`config.mk`:
```
export PLATFORM = sky130hd
export DESIGN_NAME = load_cell_reader_tare_scale_top
export DESIGN_NICKNAME = d
export VERILOG_FILES = /design/src/rtl/lcr_pkg.sv /design/src/rtl/load_cell_reader_tare_scale_top.sv /design/src/rtl/lcr_front.sv /design/src/rtl/lcr_queue.sv /design/src/rtl/lcr_back.sv
export SDC_FILE = /design/constraint.sdc
export NUM_CORES = 2
export LEC_CHECK = 0
export BUFFER_PORTS_ARGS = -buffer_cell sky130_fd_sc_hd__buf_4
export CAP_MARGIN = 20
export CORE_UTILIZATION = 60
export CTS_CLUSTER_SIZE = 12
export DETAILED_ROUTE_END_ITERATION = 6
export PLACE_DENSITY = 0.87
export SYNTH_ARGS = -nofsm -noshare
export SYNTH_HDL_FRONTEND = slang
export SYNTH_HIERARCHICAL = 1
export SYNTH_SLANG_ARGS = --single-unit
```
`constraint.sdc`:
```
create_clock -name clk_i -period 12.2 [get_ports clk_i]
set_input_delay 0 -clock clk_i [delete_from_list [all_inputs] [get_ports clk_i]]
set_output_delay 0 -clock clk_i [all_outputs]
set_load 0.005 [all_outputs]
```
`src/rtl/lcr_pkg.sv`:
```
package lcr_pkg;

  localparam int unsigned COUNT_W          = 24;
  localparam int unsigned DIFF_W           = COUNT_W + 1;
  localparam int unsigned SCALE_W          = 32;
  localparam int unsigned WEIGHT_W         = 32;
  localparam int unsigned PROD_W           = DIFF_W + SCALE_W;
  localparam int unsigned FRAC_SHIFT       = 16;
  localparam int unsigned QUEUE_DEPTH      = 2;
  localparam int unsigned SAMPLE_BITS_DEF  = 24;
  localparam int unsigned EXTRA_PULSES_DEF = 1;

  localparam logic [SCALE_W-1:0]        SCALE_RESET = 32'd7550;
  localparam logic signed [COUNT_W-1:0] COUNT_MAX   = 24'sh7FFFFF;
  localparam logic signed [COUNT_W-1:0] COUNT_MIN   = 24'sh800000;
  localparam logic [PROD_W:0]           ROUND_BIAS  = (PROD_W + 1)'(32'h8000);
  localparam logic [WEIGHT_W-1:0]       WEIGHT_MAX  = 32'h7FFF_FFFF;
  localparam logic [WEIGHT_W-1:0]       WEIGHT_MIN  = 32'h8000_0000;

  typedef struct packed {
    logic data_pin;
    logic sample_request;
    logic tare_request;
  } in_word_t;

  typedef struct packed {
    logic                        clock_pin;
    logic                        busy_res;
    logic                        weight_valid;
    logic signed [WEIGHT_W-1:0]  weight_q8;
    logic signed [COUNT_W-1:0]   raw_count;
    logic signed [COUNT_W-1:0]   tare_count;
  } out_word_t;

  typedef struct packed {
    logic                       clock_pin;
    logic                       busy_res;
    logic                       weight_valid;
    logic signed [DIFF_W-1:0]   diff;
    logic signed [COUNT_W-1:0]  raw_count;
    logic signed [COUNT_W-1:0]  tare_count;
  } tick_t;

  typedef struct packed {
    logic full;
    logic empty;
  } queue_status_t;

endpackage

```
`src/rtl/load_cell_reader_tare_scale_top.sv`:
```
// Load cell reader with tare and scale. Each input word is one half-clock tick
// of the converter's serial link and yields exactly one output word carrying
// the clock level for that tick, busy and weight flags, the weight in grams
// (signed Q24.8, rounded and saturated), the last raw count and the tare.
// A sample request with data low starts a read of SAMPLE_BITS pulses plus
// EXTRA_PULSES gain pulses; with data high the last count is weighed at once.
// The block takes one input word per cycle while the queue is not full. An
// input word is written into a queue slot, then registered in the multiply
// stage (count difference times scale) and in the rounding and saturation
// output register before it leaves. A two-word queue between the sequencer
// and the arithmetic lets either side stall. The scale register is written on
// its own valid/ready port, always ready, and must change only while no word
// is in flight.
module load_cell_reader_tare_scale_top #(
  parameter int unsigned SAMPLE_BITS  = lcr_pkg::SAMPLE_BITS_DEF,
  parameter int unsigned EXTRA_PULSES = lcr_pkg::EXTRA_PULSES_DEF
) (
  input  logic                        clk_i,
  input  logic                        rst_ni,
  input  logic                        in_valid_i,
  output logic                        in_stall_o,
  input  lcr_pkg::in_word_t           in_data_i,
  output logic                        out_valid_o,
  input  logic                        out_stall_i,
  output lcr_pkg::out_word_t          out_data_o,
  input  logic                        cfg_valid_i,
  output logic                        cfg_ready_o,
  input  logic [lcr_pkg::SCALE_W-1:0] cfg_data_i
);

  logic                          accept;
  logic                          pop;
  logic [lcr_pkg::SCALE_W-1:0]   scale_q;
  lcr_pkg::tick_t                front_rec;
  lcr_pkg::tick_t                queue_rec;
  lcr_pkg::queue_status_t        q_status;

  assign in_stall_o  = q_status.full;
  assign accept      = in_valid_i && !q_status.full;
  assign cfg_ready_o = 1'b1;

  always_ff @(posedge clk_i or negedge rst_ni) begin
    if (!rst_ni) begin
      scale_q <= lcr_pkg::SCALE_RESET;
    end else if (cfg_valid_i && cfg_ready_o) begin
      scale_q <= cfg_data_i;
    end
  end

  lcr_front #(
    .SAMPLE_BITS  (SAMPLE_BITS),
    .EXTRA_PULSES (EXTRA_PULSES)
  ) u_front (
    .clk_i    (clk_i),
    .rst_ni   (rst_ni),
    .accept_i (accept),
    .in_i     (in_data_i),
    .rec_o    (front_rec)
  );

  lcr_queue u_queue (
    .clk_i    (clk_i),
    .rst_ni   (rst_ni),
    .push_i   (accept),
    .rec_i    (front_rec),
    .pop_i    (pop),
    .rec_o    (queue_rec),
    .status_o (q_status)
  );

  lcr_back u_back (
    .clk_i       (clk_i),
    .rst_ni      (rst_ni),
    .scale_i     (scale_q),
    .rec_i       (queue_rec),
    .rec_avail_i (!q_status.empty),
    .pop_o       (pop),
    .out_valid_o (out_valid_o),
    .out_stall_i (out_stall_i),
    .out_data_o  (out_data_o)
  );

`ifndef SYNTHESIS
  a_no_weight_without_flag : assert property (@(posedge clk_i) disable iff (!rst_ni)
    out_valid_o && !out_data_o.weight_valid |-> out_data_o.weight_q8 == '0)
    else $error("weight present without weight_valid");

  a_pop_not_empty : assert property (@(posedge clk_i) disable iff (!rst_ni)
    pop |-> !q_status.empty)
    else $error("queue popped while empty");

  a_clock_only_busy : assert property (@(posedge clk_i) disable iff (!rst_ni)
    accept && front_rec.clock_pin |-> front_rec.busy_res)
    else $error("serial clock driven outside a read");

  a_full_blocks_push : assert property (@(posedge clk_i) disable iff (!rst_ni)
    q_status.full && !pop |=> q_status.full)
    else $error("queue lost a word while full");
`endif

endmodule

```
`src/rtl/lcr_front.sv`:
```
module lcr_front #(
  parameter int unsigned SAMPLE_BITS  = lcr_pkg::SAMPLE_BITS_DEF,
  parameter int unsigned EXTRA_PULSES = lcr_pkg::EXTRA_PULSES_DEF
) (
  input  logic             clk_i,
  input  logic             rst_ni,
  input  logic             accept_i,
  input  lcr_pkg::in_word_t in_i,
  output lcr_pkg::tick_t   rec_o
);

  localparam int unsigned CNT_W = $clog2(SAMPLE_BITS);
  localparam int unsigned EXT_W = (SAMPLE_BITS > lcr_pkg::COUNT_W) ? SAMPLE_BITS
                                                                    : lcr_pkg::COUNT_W;
  localparam logic [CNT_W-1:0] DATA_LAST  = CNT_W'(SAMPLE_BITS - 1);
  localparam logic [CNT_W-1:0] EXTRA_LAST = CNT_W'(EXTRA_PULSES - 1);
  localparam logic signed [EXT_W-1:0] SAT_HI = EXT_W'(lcr_pkg::COUNT_MAX);
  localparam logic signed [EXT_W-1:0] SAT_LO = EXT_W'(lcr_pkg::COUNT_MIN);

  localparam logic [1:0] PH_IDLE  = 2'd0;
  localparam logic [1:0] PH_DATA  = 2'd1;
  localparam logic [1:0] PH_EXTRA = 2'd2;

  logic [1:0]                        phase_q, phase_d;
  logic [CNT_W-1:0]                  cnt_q, cnt_d;
  logic                              clk_lvl_q, clk_lvl_d;
  logic [SAMPLE_BITS-1:0]            shift_q, shift_d;
  logic signed [lcr_pkg::COUNT_W-1:0] last_q, last_d;
  logic signed [lcr_pkg::COUNT_W-1:0] tare_q, tare_d;
  logic signed [EXT_W-1:0]           ext;
  logic signed [lcr_pkg::COUNT_W-1:0] finished;
  logic                              clk_out, busy, valid;

  always_comb begin
    ext = EXT_W'($signed(shift_q));
    if (ext > SAT_HI) begin
      finished = lcr_pkg::COUNT_MAX;
    end else if (ext < SAT_LO) begin
      finished = lcr_pkg::COUNT_MIN;
    end else begin
      finished = ext[lcr_pkg::COUNT_W-1:0];
    end
  end

  always_comb begin
    phase_d   = phase_q;
    cnt_d     = cnt_q;
    clk_lvl_d = clk_lvl_q;
    shift_d   = shift_q;
    last_d    = last_q;
    clk_out   = 1'b0;
    busy      = 1'b0;
    valid     = 1'b0;
    case (phase_q)
      PH_DATA, PH_EXTRA: begin
        busy = 1'b1;
        if (!clk_lvl_q) begin
          clk_out   = 1'b1;
          clk_lvl_d = 1'b1;
          if (phase_q == PH_DATA) begin
            shift_d = {shift_q[SAMPLE_BITS-2:0], in_i.data_pin};
          end
        end else begin
          clk_lvl_d = 1'b0;
          cnt_d     = cnt_q + 1'b1;
          if (phase_q == PH_DATA) begin
            if (cnt_q == DATA_LAST) begin
              phase_d = PH_EXTRA;
              cnt_d   = '0;
            end
          end else if (cnt_q == EXTRA_LAST) begin
            last_d  = finished;
            phase_d = PH_IDLE;
            cnt_d   = '0;
            valid   = 1'b1;
          end
        end
      end
      default: begin
        phase_d   = PH_IDLE;
        clk_lvl_d = 1'b0;
        if (in_i.sample_request) begin
          if (!in_i.data_pin) begin
            phase_d = PH_DATA;
            cnt_d   = '0;
            shift_d = '0;
            busy    = 1'b1;
          end else begin
            valid = 1'b1;
          end
        end
      end
    endcase
    tare_d = in_i.tare_request ? last_q : tare_q;
  end

  always_comb begin
    rec_o.clock_pin    = clk_out;
    rec_o.busy_res     = busy;
    rec_o.weight_valid = valid;
    rec_o.diff         = lcr_pkg::DIFF_W'(last_d) - lcr_pkg::DIFF_W'(tare_d);
    rec_o.raw_count    = last_d;
    rec_o.tare_count   = tare_d;
  end

  always_ff @(posedge clk_i or negedge rst_ni) begin
    if (!rst_ni) begin
      phase_q   <= PH_IDLE;
      cnt_q     <= '0;
      clk_lvl_q <= 1'b0;
      shift_q   <= '0;
      last_q    <= '0;
      tare_q    <= '0;
    end else if (accept_i) begin
      phase_q   <= phase_d;
      cnt_q     <= cnt_d;
      clk_lvl_q <= clk_lvl_d;
      shift_q   <= shift_d;
      last_q    <= last_d;
      tare_q    <= tare_d;
    end
  end

endmodule

```
`src/rtl/lcr_queue.sv`:
```
module lcr_queue (
  input  logic                   clk_i,
  input  logic                   rst_ni,
  input  logic                   push_i,
  input  lcr_pkg::tick_t         rec_i,
  input  logic                   pop_i,
  output lcr_pkg::tick_t         rec_o,
  output lcr_pkg::queue_status_t status_o
);

  localparam int unsigned PTR_W = $clog2(lcr_pkg::QUEUE_DEPTH);
  localparam int unsigned CNT_W = $clog2(lcr_pkg::QUEUE_DEPTH + 1);
  localparam logic [PTR_W-1:0] LAST_SLOT = PTR_W'(lcr_pkg::QUEUE_DEPTH - 1);
  localparam logic [CNT_W-1:0] FULL_CNT  = CNT_W'(lcr_pkg::QUEUE_DEPTH);

  lcr_pkg::tick_t   slots_q [lcr_pkg::QUEUE_DEPTH];
  logic [PTR_W-1:0] wr_q, rd_q;
  logic [CNT_W-1:0] cnt_q;

  assign rec_o          = slots_q[rd_q];
  assign status_o.full  = (cnt_q == FULL_CNT);
  assign status_o.empty = (cnt_q == '0);

  always_ff @(posedge clk_i) begin
    if (push_i) begin
      slots_q[wr_q] <= rec_i;
    end
  end

  always_ff @(posedge clk_i or negedge rst_ni) begin
    if (!rst_ni) begin
      wr_q  <= '0;
      rd_q  <= '0;
      cnt_q <= '0;
    end else begin
      if (push_i) begin
        wr_q <= (wr_q == LAST_SLOT) ? '0 : wr_q + 1'b1;
      end
      if (pop_i) begin
        rd_q <= (rd_q == LAST_SLOT) ? '0 : rd_q + 1'b1;
      end
      if (push_i && !pop_i) begin
        cnt_q <= cnt_q + 1'b1;
      end else if (pop_i && !push_i) begin
        cnt_q <= cnt_q - 1'b1;
      end
    end
  end

endmodule

```
`src/rtl/lcr_back.sv`:
```
module lcr_back (
  input  logic                          clk_i,
  input  logic                          rst_ni,
  input  logic [lcr_pkg::SCALE_W-1:0]   scale_i,
  input  lcr_pkg::tick_t                rec_i,
  input  logic                          rec_avail_i,
  output logic                          pop_o,
  output logic                          out_valid_o,
  input  logic                          out_stall_i,
  output lcr_pkg::out_word_t            out_data_o
);

  logic                                s1_valid_q;
  logic [lcr_pkg::PROD_W-1:0]          prod_q;
  logic                                neg_q;
  lcr_pkg::tick_t                      s1_rec_q;
  logic [lcr_pkg::DIFF_W-1:0]          mag;
  logic [lcr_pkg::PROD_W:0]            rounded;
  logic [lcr_pkg::PROD_W-lcr_pkg::FRAC_SHIFT:0] shifted;
  logic [lcr_pkg::WEIGHT_W-1:0]        weight;
  logic                                out_adv, s1_adv;
  logic                                out_valid_q;
  lcr_pkg::out_word_t                  out_q;

  assign out_adv     = !out_valid_q || !out_stall_i;
  assign s1_adv      = !s1_valid_q || out_adv;
  assign pop_o       = rec_avail_i && s1_adv;
  assign out_valid_o = out_valid_q;
  assign out_data_o  = out_q;

  assign mag = rec_i.diff[lcr_pkg::DIFF_W-1] ? lcr_pkg::DIFF_W'(-rec_i.diff)
                                              : lcr_pkg::DIFF_W'(rec_i.diff);

  always_comb begin
    rounded = {1'b0, prod_q} + lcr_pkg::ROUND_BIAS;
    shifted = rounded[lcr_pkg::PROD_W:lcr_pkg::FRAC_SHIFT];
    if (!s1_rec_q.weight_valid) begin
      weight = '0;
    end else if (!neg_q) begin
      weight = (shifted > (lcr_pkg::PROD_W - lcr_pkg::FRAC_SHIFT + 1)'(lcr_pkg::WEIGHT_MAX))
               ? lcr_pkg::WEIGHT_MAX : shifted[lcr_pkg::WEIGHT_W-1:0];
    end else if (shifted > (lcr_pkg::PROD_W - lcr_pkg::FRAC_SHIFT + 1)'(lcr_pkg::WEIGHT_MIN))
    begin
      weight = lcr_pkg::WEIGHT_MIN;
    end else begin
      weight = '0 - shifted[lcr_pkg::WEIGHT_W-1:0];
    end
  end

  always_ff @(posedge clk_i) begin
    if (pop_o) begin
      prod_q   <= lcr_pkg::PROD_W'(mag) * lcr_pkg::PROD_W'(scale_i);
      neg_q    <= rec_i.diff[lcr_pkg::DIFF_W-1];
      s1_rec_q <= rec_i;
    end
    if (out_adv && s1_valid_q) begin
      out_q.clock_pin    <= s1_rec_q.clock_pin;
      out_q.busy_res     <= s1_rec_q.busy_res;
      out_q.weight_valid <= s1_rec_q.weight_valid;
      out_q.weight_q8    <= weight;
      out_q.raw_count    <= s1_rec_q.raw_count;
      out_q.tare_count   <= s1_rec_q.tare_count;
    end
  end

  always_ff @(posedge clk_i or negedge rst_ni) begin
    if (!rst_ni) begin
      s1_valid_q  <= 1'b0;
      out_valid_q <= 1'b0;
    end else begin
      if (s1_adv) begin
        s1_valid_q <= pop_o;
      end
      if (out_adv) begin
        out_valid_q <= s1_valid_q;
      end
    end
  end

endmodule
```
-- Word-level counts from Yosys, hierarchy flattened
Memories as Yosys holds them, arrays and structs flattened.
Index checks and enable logic that the tools add are counted.
- register bits: 310
- bits in latches: 0
- bits in writable memories: 152
- memory bits (read-only): 0
- input bits: 40
- output and inout bits: 86
- word-level logic and storage cells: 119
- memories: 1
- memory list (name ; words ; bits a word ; rd ports ; clocked after memory_dff ; write ports ; line ; RTL):
    u_queue.slots_q ; 2 ; 76 ; 1 ; 0 ; 1 ; lcr_queue.sv:16 ; lcr_pkg::tick_t slots_q [lcr_pkg::QUEUE_DEPTH];
- $add $sub $neg: 9
- multiply operators: 1
- div/mod/pow operators: 0
- $lt $le $gt $ge: 4
- eq/ne operators: 10
- shift operators: 0
- mux-type cells: 47
- bitwise operators: 0
- reductions and logical operators: 22
- operators with widths (kind ; number):
    2-to-1 mux 24 bit ; 12
    2-to-1 mux 32 bit ; 3
    adder 57 x 16 -> 58 bit (second input constant) ; 1
    multiplier 25 x 32 -> 57 bit ; 1
    greater-than comparator 42 x 31 -> 1 bit (second input constant) ; 1
    greater-than comparator 42 x 32 -> 1 bit (second input constant) ; 1
    2-to-1 mux 5 bit ; 7
    subtractor 1 x 32 -> 32 bit (first input constant) ; 1
    2-to-1 mux 25 bit ; 1
    negator 25 bit ; 1
    subtractor 24 x 24 -> 25 bit ; 1
    greater-than comparator 24 bit (second input constant) ; 1
    < comparator 24 bit (second input constant) ; 1
    2-to-1 mux 1 bit ; 16
    2-to-1 mux 2 bit ; 8
    AND reduction 4 bit ; 2
    zero test 1 bit ; 7
    != test 2 x 1 -> 1 bit (second input constant) ; 3
    adder 5 x 1 -> 5 bit (second input constant) ; 1
    == test 5 bit (second input constant) ; 1
    logical AND 1 bit ; 5
    zero test 5 bit ; 1
    AND reduction 5 bit ; 1
    == test 2 bit (second input constant) ; 2
    other kinds (11) ; 14

-- Depth between registers and ports, before layout
- depth after elaboration: 8
- mapped depth: 37
- depth with buffers taken out: 33

-- Cells and area by module
Netlist, hierarchy kept.
- modules (own cells, without submodules) (module ; instances ; cells each ; area an instance (sq um) ; sequential area each (sq um)):
    lcr_back ; 1 ; 3521 ; 33647.3 ; 5365.1
    lcr_queue ; 1 ; 253 ; 5806.8 ; 4664.5
    lcr_front ; 1 ; 558 ; 5170.0 ; 2001.9
    load_cell_reader_tare_scale_top ; 1 ; 72 ; 1378.8 ; 813.3

-- Worst setup path before layout
Ideal clock, no wire load.
- kind: flip-flop to flip-flop
- start: register u_queue.rd_q
- end: register u_back/prod_q[56] (netlist name), data pin
- setup time: 268 ps
- arrival: 9102 ps
- required time: 11932 ps
- slack: 2831 ps
- stages on the path, launching flop included: 33
- buffers on the path: 3
- clock period less this slack: 9369 ps
- path through: dfrtp_1 > buf_6 > buf_2 > mux2_2 > or3_1 > nor2_1 > nand2_1 > or3_1 > nand2b_1 > nand2b_1 > nor4b_1 > clkbuf_1 > nand2_1 > fa_1 > fa_1 > inv_1 > fa_1 > fa_1 > fa_1 > fa_1 > inv_1 > fa_1 > inv_1 > ha_1 > a21oi_1 > o21ai_0 > nor2_1 > a21oi_1 > o211ai_1 > a31oi_1 > o21ai_0 > o41ai_1 > xnor2_1
- RTL lines (element ; line ; RTL):
    start, declared ; lcr_queue.sv:17 ; logic [PTR_W-1:0] wr_q, rd_q;
    start signal, assigned ; lcr_queue.sv:40 ; rd_q <= (rd_q == LAST_SLOT) ? '0 : rd_q + 1'b1;
    end signal, assigned ; lcr_back.sv:52 ; prod_q <= lcr_pkg::PROD_W'(mag) * lcr_pkg::PROD_W'(scale_i);
    end, declared ; lcr_back.sv:14 ; logic [lcr_pkg::PROD_W-1:0] prod_q;

==> impl.org <==
** Status
- The run finished with clean final reports.

** Yosys
- Commonest register cell after synthesis :: sky130_fd_sc_hd__edfxtp_1
- Counting distinct cell types in the post-synthesis netlist gives 92.
- During synthesis, Yosys emitted a total of 6 warnings.
- Synth Cell Area :: 46,000 µm²
- The average instance in the mapped netlist occupies 10.4 µm².
- FF+latch count, synth :: 447
- Async SR Flop Fraction :: 26.4%
- Synthesis produced a netlist with a net count of 5,353.
- Post-synthesis sequential area ratio :: 27.9%
- Synth Instances :: 4,404
- Yosys mapped a number of flops with a built-in enable equal to 329.

** Die
- The initial utilization of the core area, before any placement, comes to 60.6%.
- Site row count :: 101
- The die is 279 µm tall.
- The floorplan step defined a core boundary enclosing 75,900 µm².
- The die covers 77,800 µm².
- Width of the die :: 279 µm
- I/O pin cnt :: 126

** Detailed routing
- Vias :: 32.4k
- Detail-routed via count per cell :: 5.86
- In this run the remaining antenna-violating nets after routing total 0.
- Starting DRT DRC Count :: 2,848
- For this run, design rule violations remaining after detail routing come to 0.
- Drt pass-1 iters :: 6
- Dividing the detail-routed wire length by the instance count gives 21.3 µm.
- Total wire length after detailed routing :: 117,000 µm

** Critical path
- Startpoint of the most critical register-to-register path :: u_queue/rd_q$_DFFE_PN0P_
- Startpoint class of the critical path :: flop
- Endpoint required time on the critical path :: 12,520 ps
- The slowest stage of the critical path belongs to the cell sky130_fd_sc_hd__dfrtp_4.
- By instance count, the cell type seen most on the critical path is sky130_fd_sc_hd__fa_1.
- Arrival time worst endpoint :: 11,270 ps
- Critical path class :: reg2reg
- Crit. End Element :: flop
- The most critical setup path has its startpoint at u_queue/rd_q$_DFFE_PN0P_.
- In this design, the stage delay of the slowest critical-path cell is 990 ps.
- Highest net fanout along the worst path :: 52

** Flow run
- Max-cap violations in this run came to 0.

** Global routing
- For this run the aggregate overflow at the end of global routing stands at 0.
- The first global-routing pass estimated 187,000 µm of wire.
- Met2 routing resource usage after global routing :: 52.3%
- The number of global-route vias before repair is 34.8k.
- Global routing used 37.1% of the available met1 tracks.
- For met3 alone, demand over resource in global routing was 6.02%.
- In this run the most used layer during global routing was met2.
- The number of antenna violations at the first check in global routing came to 3.
- Entering global routing, the biggest net connects 81 pins.
- GRT Util Overall :: 30.9%

** Clock network
- Hold repair after CTS inserted 46 buffers.
- Post-CTS timing repair inserted 0 buffers for setup.
- Number of buffers added by the clock tree synthesis step :: 47
- TritonCTS built the clock tree.
- Root Buffer :: sky130_fd_sc_hd__clkbuf_16
- Resized Gates After CTS :: 0
- Level count of the clock H-tree :: 2
- Sink Count :: 447
- The clock passes through at most 3 buffers.
- Clock latency of the later-clocked register in the worst-skew pair :: 630 ps
- After clock tree synthesis, the clock-pin slew on the worst setup and hold paths is 70 ps.

** Timing
- Finish-stage setup viols :: 0
- Maximum operating frequency :: 91.3 MHz
- Setup repair after global routing left no endpoint under its margin.
- Tightest slew margin relative to the limit :: 20.1%
- The final critical path takes up 89.8% of the cycle.
- The count of endpoints failing hold in the final timing report is 0.
- Measured slew at the worst slew-check pin :: 1190 ps
- The final max-slew violation count came to 0.
- The worst path needs 10,950 ps of the cycle, external delays included.
- Adding up every negative setup slack in the final design gives 0 ps.
- Across all setup checks in the final design, the least slack found is 1250 ps.
- On the final layout, the worst clock skew is 53.8 ps.

** Placed design
- # port buffers :: 124
- Routability-driven placement finished with a final weighted congestion of 0.955.
- Detailed placement ended at an HPWL of 83,100 µm.
- Place WS :: 1410 ps

** Hold path
- The worst hold path begins at cfg_valid_i.
- The path class of the tightest hold or removal check is in2reg.

** Cells and area
- Fill cells in the final layout number 5,425.
- In the final layout, flip-flops and latches occupy 12,800 µm².
- In the final layout, the share of cells above drive strength 1 is 10.6%.
- The repair_antennas step left the layout with diodes totalling 0.
- For this run, the post-layout net count is 5,406.
- Commonest cells after routing, fill and taps aside :: sky130_fd_sc_hd__inv_1, sky130_fd_sc_hd__fa_1, sky130_fd_sc_hd__nand2_1
- Area growth from synthesis to layout :: 8.34%
- Multi-input gate area in the final layout :: 29,300 µm²
- Commonest non-fill, non-tap cell in the layout :: sky130_fd_sc_hd__inv_1
[metrics by stage]
step | util [%] | std cells | area (µm²) | hold WS (ps)
after floorplan | - | 4404 | 46000 | -296
after global placement | 63.0 | 5389 | 47800 | 79.6
after detailed placement | 63.0 | 5389 | 47800 | 82.0
after CTS | 65.5 | 5520 | 49800 | 1.43
after global routing | 65.6 | 5523 | 49800 | 19.8
final | 65.6 | 5523 | 49800 | 25.5
[cell usage after synthesis, types with 43 or more instances]
master | n | area, µm²
sky130_fd_sc_hd__a21o_1 | 46 | 345
sky130_fd_sc_hd__a21oi_1 | 103 | 515
sky130_fd_sc_hd__and2_1 | 247 | 1550
sky130_fd_sc_hd__clkbuf_1 | 175 | 657
sky130_fd_sc_hd__dfrtp_1 | 108 | 2700
sky130_fd_sc_hd__edfxtp_1 | 329 | 9880
sky130_fd_sc_hd__fa_1 | 687 | 13800
sky130_fd_sc_hd__ha_1 | 222 | 2780
sky130_fd_sc_hd__inv_1 | 802 | 3010
sky130_fd_sc_hd__mux2_2 | 98 | 1100
sky130_fd_sc_hd__mux2_4 | 60 | 901
sky130_fd_sc_hd__nand2_1 | 600 | 2250
sky130_fd_sc_hd__nand2b_1 | 43 | 269
sky130_fd_sc_hd__nand3_1 | 50 | 250
sky130_fd_sc_hd__nor2_1 | 108 | 405
sky130_fd_sc_hd__nor2b_1 | 103 | 644
sky130_fd_sc_hd__o21ai_0 | 97 | 485
sky130_fd_sc_hd__xnor2_1 | 90 | 788
sky130_fd_sc_hd__xor2_1 | 48 | 420
[final cells by class]
cell class	instances	share of cell area, %
inverter	803	6.05
sequential	447	25.8
timing repair buffer	228	3.76
tap	1030	2.59
clock buffer	71	2.65
clock inverter	14	0.331
multi-input combinational	2930	58.8
[registers in the layout, indices dropped and copies added (netlist names), 5 cells and up]
signal,cells
scale_q,32
u_back/out_data_o,83
u_front/last_q,24
u_back/s1_rec_q,51
u_front/ext,24
u_front/tare_q,24
u_queue/slots_q,152
u_front/cnt_q,5
u_back/prod_q,42
[kinds of logic (layout without fill, tap and decap cells)]
kind of cell             after synthesis  count (layout)  synth area share [%]
buffers and inverters               1027            1116                  8.81
AO/OA/AOI/OAI                        400             400                  5.60
other                                  1               1               0.00815
AND/OR/NAND/NOR                     1285            1285                  13.9
multiplexers                         197             197                  5.21
XOR/XNOR                             138             138                  2.63
adder cells (fa/ha/maj)              909             909                  35.9
flip-flops                           447             447                  27.9
[per-layer routing]
layer / vias to the layer above / wire [µm]
li1: 13900 / -
met3: 468 / 9500
met4: 2 / 7380
met5: - / 13
met2: 1672 / 58100
met1: 16300 / 42400
[final timing paths]
kind	end	slack, ps	depth (start not counted)
worst min-delay path	scale_q[27]$_DFFE_PN0P_	30	2
worst max register to register	u_back/prod_q[56]$_DFFE_PP_	1250	29
worst min register to register	u_back/out_data_o[34]$_DFFE_PP_	400	0
min in group asynchronous	u_back/out_valid_o$_DFFE_PN0P_	560	3
worst max-delay path	u_back/prod_q[56]$_DFFE_PP_	1250	29
max in group asynchronous	u_queue/rd_q$_DFFE_PN0P_	10180	4
[worst max-delay path, delay by kind of cell (launching register included)]
family | cells | cell delay, ps
fa+ha+maj | 8 | 4040
flops | 1 | 990
simple gates | 6 | 1210
xor+xnor | 2 | 290
mux | 1 | 450
compound gates | 7 | 2600
buf+inv | 5 | 1080
Power is not shown: default switching activity piles up to over one toggle a cycle in this logic, so the estimate is an artifact.
